File: src/strict_priority_fifo_server_macros.svh
// assertion macros used by the strict priority fifo server back end
`ifndef STRICT_PRIORITY_FIFO_SERVER_MACROS_SVH
`define STRICT_PRIORITY_FIFO_SERVER_MACROS_SVH

// same-cycle implication, checked on clk_i outside reset
`define SPFS_ASSERT_IMP(label, ante, cons, msg) \
  label: assert property (@(posedge clk_i) disable iff (!rst_ni) (ante) |-> (cons)) \
    else $error(msg);

// next-cycle implication, checked on clk_i outside reset
`define SPFS_ASSERT_NXT(label, ante, cons, msg) \
  label: assert property (@(posedge clk_i) disable iff (!rst_ni) (ante) |=> (cons)) \
    else $error(msg);

`endif

File: src/spfs_pkg.sv
// types and constants of the strict priority fifo server
`timescale 1ns / 1ps

package spfs_pkg;

  localparam int unsigned QUEUE_DEPTH_DEF = 16;
  localparam int unsigned LEVELS_DEF      = 4;

  localparam int unsigned ID_W    = 16;
  localparam int unsigned TIME_W  = 16;
  localparam int unsigned LEVEL_W = 2;

  // op field codes
  localparam logic OP_ARRIVAL = 1'b0;
  localparam logic OP_TICK    = 1'b1;

  typedef struct packed {
    logic               op;
    logic [ID_W-1:0]    customer_id;
    logic [LEVEL_W-1:0] level;
    logic [TIME_W-1:0]  service_time;
  } in_item_t;

  typedef struct packed {
    logic               answered;
    logic [ID_W-1:0]    served_id;
    logic [LEVEL_W-1:0] served_level;
    logic               dropped;
    logic               all_idle;
  } out_item_t;

  // classified command handed from front to back
  typedef struct packed {
    logic               tick;
    logic [LEVEL_W-1:0] level;
    logic [ID_W-1:0]    customer_id;
    logic [TIME_W-1:0]  service_time;
  } cmd_t;

endpackage

File: src/spfs_ram.sv
// generic single-write single-read ram with registered read data
`timescale 1ns / 1ps

module spfs_ram #(
  parameter int unsigned WIDTH = 32,
  parameter int unsigned DEPTH = 64
) (
  input  logic                     clk_i,
  input  logic                     wr_en_i,
  input  logic [$clog2(DEPTH)-1:0] wr_addr_i,
  input  logic [WIDTH-1:0]         wr_data_i,
  input  logic                     rd_en_i,
  input  logic [$clog2(DEPTH)-1:0] rd_addr_i,
  output logic [WIDTH-1:0]         rd_data_o
);

  logic [WIDTH-1:0] mem_q [DEPTH];
  logic [WIDTH-1:0] rd_data_q;

  always_ff @(posedge clk_i) begin
    if (wr_en_i) begin
      mem_q[wr_addr_i] <= wr_data_i;
    end
    if (rd_en_i) begin
      rd_data_q <= mem_q[rd_addr_i];
    end
  end

  assign rd_data_o = rd_data_q;

endmodule

File: src/spfs_front.sv
// front end: accepts items, classifies them and buffers commands for the back end
`timescale 1ns / 1ps

module spfs_front import spfs_pkg::*; #(
  parameter int unsigned LEVELS = LEVELS_DEF
) (
  input  logic     clk_i,
  input  logic     rst_ni,
  input  logic     in_valid_i,
  output logic     in_stall_o,
  input  in_item_t in_item_i,
  output logic     cmd_valid_o,
  input  logic     cmd_pop_i,
  output cmd_t     cmd_o
);

  localparam logic [1:0] FILL_FULL = 2'd2;

  cmd_t       cmd_in;
  cmd_t       buf_q [2];
  logic       wr_ptr_q;
  logic       rd_ptr_q;
  logic [1:0] fill_q;
  logic       push;
  logic       pop;

  // classify: tick or arrival, clamp level to the top existing queue
  always_comb begin
    cmd_in.tick         = (in_item_i.op == OP_TICK);
    cmd_in.level        = in_item_i.level;
    cmd_in.customer_id  = in_item_i.customer_id;
    cmd_in.service_time = in_item_i.service_time;
    if (32'(in_item_i.level) >= LEVELS) begin
      cmd_in.level = LEVEL_W'(LEVELS - 1);
    end
  end

  assign in_stall_o  = (fill_q == FILL_FULL);
  assign cmd_valid_o = (fill_q != 2'd0);
  assign cmd_o       = buf_q[rd_ptr_q];
  assign push        = in_valid_i && !in_stall_o;
  assign pop         = cmd_pop_i && cmd_valid_o;

  always_ff @(posedge clk_i or negedge rst_ni) begin
    if (!rst_ni) begin
      wr_ptr_q <= 1'b0;
      rd_ptr_q <= 1'b0;
      fill_q   <= 2'd0;
    end else begin
      if (push) begin
        wr_ptr_q <= !wr_ptr_q;
      end
      if (pop) begin
        rd_ptr_q <= !rd_ptr_q;
      end
      fill_q <= fill_q + 2'(push) - 2'(pop);
    end
  end

  always_ff @(posedge clk_i) begin
    if (push) begin
      buf_q[wr_ptr_q] <= cmd_in;
    end
  end

endmodule

File: src/spfs_back.sv
// back end: per-level fifo pointers, server countdown and result register
`timescale 1ns / 1ps
`include "strict_priority_fifo_server_macros.svh"

module spfs_back import spfs_pkg::*; #(
  parameter int unsigned QUEUE_DEPTH = QUEUE_DEPTH_DEF,
  parameter int unsigned LEVELS      = LEVELS_DEF
) (
  input  logic      clk_i,
  input  logic      rst_ni,
  input  logic      cmd_valid_i,
  input  cmd_t      cmd_i,
  output logic      cmd_pop_o,
  output logic      out_valid_o,
  input  logic      out_stall_i,
  output out_item_t out_item_o
);

  localparam int unsigned LW        = $clog2(LEVELS);
  localparam int unsigned PW        = $clog2(QUEUE_DEPTH);
  localparam int unsigned CW        = $clog2(QUEUE_DEPTH + 1);
  localparam int unsigned SW        = PW + 1;
  localparam int unsigned AW        = LW + PW;
  localparam int unsigned RAM_DEPTH = 2 ** AW;
  localparam int unsigned DW        = ID_W + TIME_W;

  typedef enum logic {
    S_IDLE,
    S_READ
  } state_e;

  state_e            state_q;
  logic [PW-1:0]     heads_q [LEVELS];
  logic [CW-1:0]     counts_q [LEVELS];
  logic [TIME_W-1:0] rem_q;
  logic [LW-1:0]     pop_lvl_q;
  logic              out_valid_q;
  out_item_t         out_q;

  logic              any_busy;
  logic [LW-1:0]     sel_lvl;
  logic [LW-1:0]     idx;
  logic [PW-1:0]     head_sel;
  logic [CW-1:0]     count_sel;
  logic              full;
  logic [SW-1:0]     slot_sum;
  logic [PW-1:0]     slot;
  logic [PW-1:0]     head_inc;
  logic [TIME_W-1:0] rem_dec;
  logic [TIME_W-1:0] time_dec;
  logic              out_free;
  logic              take;
  logic              is_pop;
  logic              wr_en;
  logic              rd_en;
  logic [DW-1:0]     rd_data;
  logic [ID_W-1:0]   rd_id;
  logic [TIME_W-1:0] rd_time;

  // highest non-empty level wins
  always_comb begin
    any_busy = 1'b0;
    sel_lvl  = '0;
    for (int i = 0; i < LEVELS; i++) begin
      if (counts_q[i] != '0) begin
        any_busy = 1'b1;
        sel_lvl  = LW'(i);
      end
    end
  end

  assign out_free = !out_valid_q || !out_stall_i;
  assign take     = (state_q == S_IDLE) && cmd_valid_i && out_free;
  assign is_pop   = cmd_i.tick && (rem_q == '0) && any_busy;
  assign idx      = cmd_i.tick ? sel_lvl : LW'(cmd_i.level);

  assign head_sel  = heads_q[idx];
  assign count_sel = counts_q[idx];
  assign full      = (count_sel == CW'(QUEUE_DEPTH));

  // tail slot = head + count, wrapped once
  assign slot_sum = SW'(head_sel) + SW'(count_sel);
  assign slot     = (slot_sum >= SW'(QUEUE_DEPTH)) ? PW'(slot_sum - SW'(QUEUE_DEPTH))
                                                  : PW'(slot_sum);
  assign head_inc = (head_sel == PW'(QUEUE_DEPTH - 1)) ? '0 : head_sel + PW'(1);

  assign rd_id    = rd_data[DW-1:TIME_W];
  assign rd_time  = rd_data[TIME_W-1:0];
  assign rem_dec  = (rem_q == '0) ? '0 : rem_q - TIME_W'(1);
  assign time_dec = (rd_time == '0) ? '0 : rd_time - TIME_W'(1);

  assign wr_en = take && !cmd_i.tick && !full;
  assign rd_en = take && is_pop;

  spfs_ram #(
    .WIDTH (DW),
    .DEPTH (RAM_DEPTH)
  ) u_queue_ram (
    .clk_i     (clk_i),
    .wr_en_i   (wr_en),
    .wr_addr_i ({idx, slot}),
    .wr_data_i ({cmd_i.customer_id, cmd_i.service_time}),
    .rd_en_i   (rd_en),
    .rd_addr_i ({idx, head_sel}),
    .rd_data_o (rd_data)
  );

  always_ff @(posedge clk_i or negedge rst_ni) begin
    if (!rst_ni) begin
      state_q     <= S_IDLE;
      rem_q       <= '0;
      pop_lvl_q   <= '0;
      out_valid_q <= 1'b0;
      out_q       <= '0;
      for (int i = 0; i < LEVELS; i++) begin
        heads_q[i]  <= '0;
        counts_q[i] <= '0;
      end
    end else begin
      case (state_q)
        S_IDLE: begin
          if (out_valid_q && !out_stall_i) begin
            out_valid_q <= 1'b0;
          end
          if (take) begin
            if (!cmd_i.tick) begin
              if (!full) begin
                counts_q[idx] <= count_sel + CW'(1);
              end
              // the target queue holds an entry either way, so never idle
              out_valid_q <= 1'b1;
              out_q       <= '{answered: 1'b0, served_id: '0, served_level: '0,
                               dropped: full, all_idle: 1'b0};
            end else if (is_pop) begin
              heads_q[idx]  <= head_inc;
              counts_q[idx] <= count_sel - CW'(1);
              pop_lvl_q     <= idx;
              state_q       <= S_READ;
            end else begin
              rem_q       <= rem_dec;
              out_valid_q <= 1'b1;
              out_q       <= '{answered: 1'b0, served_id: '0, served_level: '0,
                               dropped: 1'b0, all_idle: (rem_dec == '0) && !any_busy};
            end
          end
        end
        S_READ: begin
          rem_q       <= time_dec;
          out_valid_q <= 1'b1;
          out_q       <= '{answered: 1'b1, served_id: rd_id,
                           served_level: LEVEL_W'(pop_lvl_q), dropped: 1'b0,
                           all_idle: (time_dec == '0) && !any_busy};
          state_q     <= S_IDLE;
        end
        default: begin
          state_q <= S_IDLE;
        end
      endcase
    end
  end

  assign cmd_pop_o   = take;
  assign out_valid_o = out_valid_q;
  assign out_item_o  = out_q;

  `SPFS_ASSERT_IMP(a_read_out_free, state_q == S_READ, !out_valid_q, "result register busy during queue read")
  `SPFS_ASSERT_NXT(a_pop_enters_read, take && is_pop, state_q == S_READ, "pop did not start a queue read")
  `SPFS_ASSERT_IMP(a_answer_not_drop, out_valid_q && out_q.answered, !out_q.dropped, "answered and dropped together")

  for (genvar g = 0; g < LEVELS; g++) begin : g_cnt_chk
    `SPFS_ASSERT_IMP(a_count_bound, 1'b1, 32'(counts_q[g]) <= QUEUE_DEPTH, "queue fill count above depth")
  end

endmodule

File: src/strict_priority_fifo_server.sv
// top level of the strict priority fifo server: front end, command queue and back end
// result path: arrivals and ticks that answer nobody pass the command queue, then the back
//   end registers the result; an answering tick reads the queue ram and then goes to S_READ
// throughput: 1 item per cycle unless a stalled result or S_READ holds the back end
// the 2-entry command queue lets up to two inputs arrive while a result waits on out_stall_i
// reset: rst_ni clears pointers, fill counts and the countdown; queue ram contents are
//   not cleared, entries are only read after they were pushed
`timescale 1ns / 1ps

module strict_priority_fifo_server import spfs_pkg::*; #(
  parameter int unsigned QUEUE_DEPTH = QUEUE_DEPTH_DEF,
  parameter int unsigned LEVELS      = LEVELS_DEF
) (
  input  logic      clk_i,
  input  logic      rst_ni,
  input  logic      in_valid_i,
  output logic      in_stall_o,
  input  in_item_t  in_item_i,
  output logic      out_valid_o,
  input  logic      out_stall_i,
  output out_item_t out_item_o
);

  // front to back command channel
  logic cmd_valid;
  logic cmd_pop;
  cmd_t cmd;

  // front: classify op, clamp level to an existing queue, buffer two commands
  spfs_front #(
    .LEVELS (LEVELS)
  ) u_front (
    .clk_i       (clk_i),
    .rst_ni      (rst_ni),
    .in_valid_i  (in_valid_i),
    .in_stall_o  (in_stall_o),
    .in_item_i   (in_item_i),
    .cmd_valid_o (cmd_valid),
    .cmd_pop_i   (cmd_pop),
    .cmd_o       (cmd)
  );

  // back: pushes arrivals into per-level fifos in ram, serves the highest
  // non-empty level on a tick when the countdown is zero, holds the result item
  spfs_back #(
    .QUEUE_DEPTH (QUEUE_DEPTH),
    .LEVELS      (LEVELS)
  ) u_back (
    .clk_i       (clk_i),
    .rst_ni      (rst_ni),
    .cmd_valid_i (cmd_valid),
    .cmd_i       (cmd),
    .cmd_pop_o   (cmd_pop),
    .out_valid_o (out_valid_o),
    .out_stall_i (out_stall_i),
    .out_item_o  (out_item_o)
  );

endmodule
File: config.mk
export PLATFORM = sky130hd
export DESIGN_NAME = strict_priority_fifo_server
export DESIGN_NICKNAME = d
export VERILOG_FILES = /design/src/spfs_pkg.sv /design/src/spfs_ram.sv /design/src/spfs_front.sv /design/src/spfs_back.sv /design/src/strict_priority_fifo_server.sv
export VERILOG_INCLUDE_DIRS = /design/src /design/src/src
export SDC_FILE = /design/constraint.sdc
export NUM_CORES = 2
export LEC_CHECK = 0
export BUFFER_PORTS_ARGS = -buffer_cell sky130_fd_sc_hd__buf_2
export CORE_MARGIN = 3
export CORE_UTILIZATION = 25
export DETAILED_ROUTE_END_ITERATION = 7
export GPL_TIMING_DRIVEN = 0
export MAX_ROUTING_LAYER = met4
export PLACE_DENSITY = 0.34
export SETUP_SLACK_MARGIN = 0.02
export SYNTH_ARGS = -nofsm -noshare
export SYNTH_HDL_FRONTEND = slang
export SYNTH_SLANG_ARGS = --single-unit
File: constraint.sdc
create_clock -name clk_i -period 8.2 [get_ports clk_i]
set_input_delay 0.41 -clock clk_i [delete_from_list [all_inputs] [get_ports clk_i]]
set_output_delay 0.41 -clock clk_i [all_outputs]
set_load 0.02 [all_outputs]
==> out/results.tsv <==
stage	metric	value	unit
power_and_ir_drop	p_comb_frac	0.377	
setup_path	critPathMostFrequentCell	buf_6	
sta	finalSetupViolCount	0	
setup_path	crit_chain	or4_1 > nor3_1 > mux2i_1 > o211ai_2 > inv_2 > clkbuf_2 > clkbuf_2 > ha_1 > ha_1 > nor3b_1 > nand2_1 > nor3_2 > buf_6 > buf_6 > buf_6 > buf_6	
cts	clkTransAtPathRegs	0.06	ns
cts	clock_latency	0.84	ns
setup_path	critPathTopFamily	simple AND/OR/NAND/NOR gates	
sta	slew-limit-headroom	0.0687	
synthesis	synthFlopType	edfxtp_1	
sta	final.period_utilization	0.965	
synthesis	netlist_area	87400	µm²
sta	layout_setup_ws	0.290	ns
floorplan	rows	216	
place	post-place-ws	-0.713	ns
cts	cts_tree	done	
setup_path	critPathLaunch	u_back.counts_q[3]$_DFFE_PN0P_	
setup_path	critPathMaxStageDelay	0.77	ns
sta	rsz0062_at_grt	false	
worst_hold_path	worstHoldPathType	primary input to asynchronous set/reset pin	
place	gp_congestion	0.820	
setup_path	slowest_stage	inv_2	
global_routing	antenna_found_initial	44	
synthesis	avgSynthCellArea	16.7	µm²
detailed_routing	via_per_inst	4.65	
synthesis	ys_types	85	
cts	clkSinkCount	2231	
power_and_ir_drop	vdd_drop_max	0.000267	V
final_layout	fin_nets	5911	
setup_path	start_kind	register	
cts	clockBufferDepth	4	
cts	numCtsBuffers	270	
sta	tightest_slew	1.39	ns
global_routing	grt_pass1_wl	426	mm
detailed_routing	vias	50000	
setup_path	worstSetupPathType	register to register	
global_routing	grtUsageTotal	0.176	
final_layout	final_cells	10700	
sta	report.final.slew_viol_count	0	
global_routing	grt_start_max_net_pins	65	
setup_path	required	8.73	ns
setup_path	worst_ep_arrival_time	8.44	ns
detailed_routing	ant_nets	0	
setup_path	r2r_setup_slack	0.29	ns
sta	fmax	126	MHz
floorplan	ios	62	
synthesis	async_flop_share	0.0363	
flow_run	maxCapViolations	0	
detailed_routing	drt-wirelength-per-cell	29.0	µm
detailed_routing	route.detailed.drc	0	
power_and_ir_drop	power_density	396	nW/µm²
power_and_ir_drop	power.share.sequential	0.353	
floorplan	die_y	597	µm
floorplan	initial_utilization	0.252	
place	place_hpwl	226	mm
floorplan	die_w	597	µm
cts	htree_levels	5	
setup_path	cp_num_buf_inv	7	
final_layout	final_common_cell	edfxtp_1	
setup_path	reg2reg_depth	16	
setup_path	r2r_start	u_back.counts_q[3]$_DFFE_PN0P_	
outcome	status	finished, final reports clean	
global_routing	grt_pass1_vias	50000	
place	portBuffers	61	
synthesis	yosysWarnings	0	
final_layout	drive_above_1_share	0.192	
detailed_routing	routed_wl	311	mm
cts	cts-root-buf	clkbuf_16	
final_layout	areaGrowthSynthToFinish	21.7	%
setup_path	r2r-end	u_back.u_queue_ram.mem_q[48][17]$_DFFE_PP_	
setup_path	crit_path_max_fanout	19	
synthesis	synth.yosys.seq_area_share	0.762	
setup_path	critPathCaptureType	register	
final_layout	mostFrequentLayoutCells	edfxtp_1 (2150), nand2_1 (965), nand3_1 (322), clkbuf_16 (280), clkbuf_1 (275)	
detailed_routing	drt-initial-drc-count	4980	
power_and_ir_drop	p_sw_frac	0.391	
global_routing	overflow	0	
sta	hold_violations	0	
setup_path	cp_num_cells	16	
power_and_ir_drop	p_sw	16.5	mW
sta	setup_tns	0	ns
power_and_ir_drop	p_int	25.7	mW
floorplan	core_area	347000	µm²
setup_path	endpoint	u_back.u_queue_ram.mem_q[48][17]$_DFFE_PP_	
floorplan	dieArea	357000	µm²
synthesis	ys_ff_latch	2231	
place	placed_cells	10100	
synthesis	postSynthCellCount	5219	
detailed_routing	drt-pass1-iter-count	7	
sta	period_minus_slack	7.91	ns
power_and_ir_drop	leakage	34.9	nW
sta	whs	0.140	ns
sta	finalClockSkew	0.0402	ns
power_and_ir_drop	pwr-share-clk	0.270	
synthesis	synth-edff-count	2150	
synthesis	synth_fp_nets	5268	
[kinds of logic after synthesis]
family                     Yosys count  share of synthesized area
muxes                              442                     0.0889
AOI/OAI and AO/OA                  448                     0.0376
adders and majority gates           10                    0.00143
and+or+nand+nor                   1724                     0.0908
buffers and inverters              336                     0.0161
xor gates and xnor gates            28                    0.00301
DFF                               2231                      0.762
[worst register-to-register path, cell delays in order, from the launching register on]
cell and delay (ns):
dfrtp_1 0.41, or4_1 0.58, nor3_1 0.51, mux2i_1 0.29, o211ai_2 0.51, inv_2 0.81, clkbuf_2 0.54, clkbuf_2 0.52
ha_1 0.29, ha_1 0.25, nor3b_1 0.73, nand2_1 0.76, nor3_2 0.69, buf_6 0.25, buf_6 0.15, buf_6 0.16
buf_6 0.16
[repair_timing]
action / CTS / global route
buffers inserted: 1 / 0
hold buffers: 39 / 0
pin swaps: 1 / 0
gates resized for setup: 24 / 2
setup endpoints to repair: 1704 / 62
hold endpoints to repair: 154 / 0
gates cloned: 0 / 0
[sequential cells by signal (all words and copies together) (netlist names), named ones only]
register                      flops
u_back.u_queue_ram.mem_q       2048
u_back.out_valid_o                1
u_back.rem_q                     16
u_front.buf_q                    70
u_back.heads_q                   16
u_back.counts_q                  16
u_front.rd_ptr_q                  1
u_back.pop_lvl_q                  2
u_front.fill_q                    2
u_back.out_item_o                21
u_back.state_q                    1
u_front.wr_ptr_q                  1
u_back.u_queue_ram.rd_data_o     32
[power groups by stage]
stage / Sequential (mW) / Clock (mW) / Combinational, mW
2_1_floorplan: 15.1 / 0 / 7.61
3_3_place_gp: 15.3 / 0 / 15.1
3_5_place_dp: 15.1 / 0 / 16.0
4_1_cts: 14.9 / 11.7 / 16.2
5_1_grt: 14.9 / 12.2 / 16.9
6_report: 14.9 / 11.4 / 15.9
[metal layers]
layer / up-vias / GRT usage / routed length, µm
li1: 22000 / - / -
met2: 1290 / 0.272 / 143000
met4: 0 / 0.0348 / 6050
met1: 26400 / 0.249 / 145000
met5: - / - / 0
met3: 297 / 0.0255 / 16500
[area by class of cell]
type,instances,area [µm²]
tap,4578,5730
buffer,306,1310
multi-input combinational,2652,20000
fill,34200,241000
antenna,112,280
clock inverter,108,890
sequential,2231,66600
timing repair buffer,372,4150
clock buffer,350,7290
inverter,29,109
[per-stage QoR]
stage	instance area, µm²	power, mW	util
final	106000	42.2	0.306
after global routing	106000	44.1	0.306
after CTS	106000	42.8	0.306
after detailed placement	97300	31.1	0.280
after global placement	93400	30.4	0.269
after floorplan	87400	22.7	-
[how the worst min path moves through the flow]
| stage | endpoint | cells past startpoint | startpoint | slack [ns] |
|---|---|---|---|---|
| 2_1_floorplan | asynchronous set/reset pin | 0 | rst_ni | 0.11 |
| 3_5_place_dp | u_front.wr_ptr_q$_DFFE_PN0P_ | 1 | rst_ni | 0.33 |
| 5_1_grt | u_front.fill_q[0]$_DFF_PN0_ | 3 | rst_ni | 0.15 |
| 3_3_place_gp | u_back.out_item_o[18]$_DFFE_PN0P_ | 2 | u_back.u_queue_ram.rd_data_o[30]$_DFFE_PP_ | 0.46 |
| 6_report | u_front.fill_q[0]$_DFF_PN0_ | 3 | rst_ni | 0.14 |
| 4_1_cts | u_front.fill_q[0]$_DFF_PN0_ | 3 | rst_ni | 0.11 |
[synth_stat cells (25+ instances only)]
| cell type | n | area share |
|---|---|---|
| o311ai_0 | 27 | 0.0027 |
| a21oi_1 | 56 | 0.0032 |
| dfrtp_1 | 81 | 0.023 |
| or4b_1 | 30 | 0.0034 |
| nand3_1 | 325 | 0.019 |
| nor2_1 | 40 | 0.0017 |
| mux2i_1 | 120 | 0.014 |
| clkbuf_1 | 216 | 0.0093 |
| a22oi_1 | 94 | 0.0081 |
| o21ai_0 | 86 | 0.0049 |
| a311oi_1 | 65 | 0.0065 |
| nand2_1 | 966 | 0.042 |
| a32oi_1 | 64 | 0.0064 |
| and3_1 | 131 | 0.0094 |
| buf_1 | 34 | 0.0015 |
| inv_1 | 25 | 0.0011 |
| buf_2 | 46 | 0.0026 |
| mux2_2 | 41 | 0.0053 |
| mux4_2 | 257 | 0.066 |
| edfxtp_1 | 2150 | 0.74 |
| nand4_1 | 67 | 0.0048 |
| nor3_1 | 98 | 0.0056 |
(Power assumes the default switching activity.)
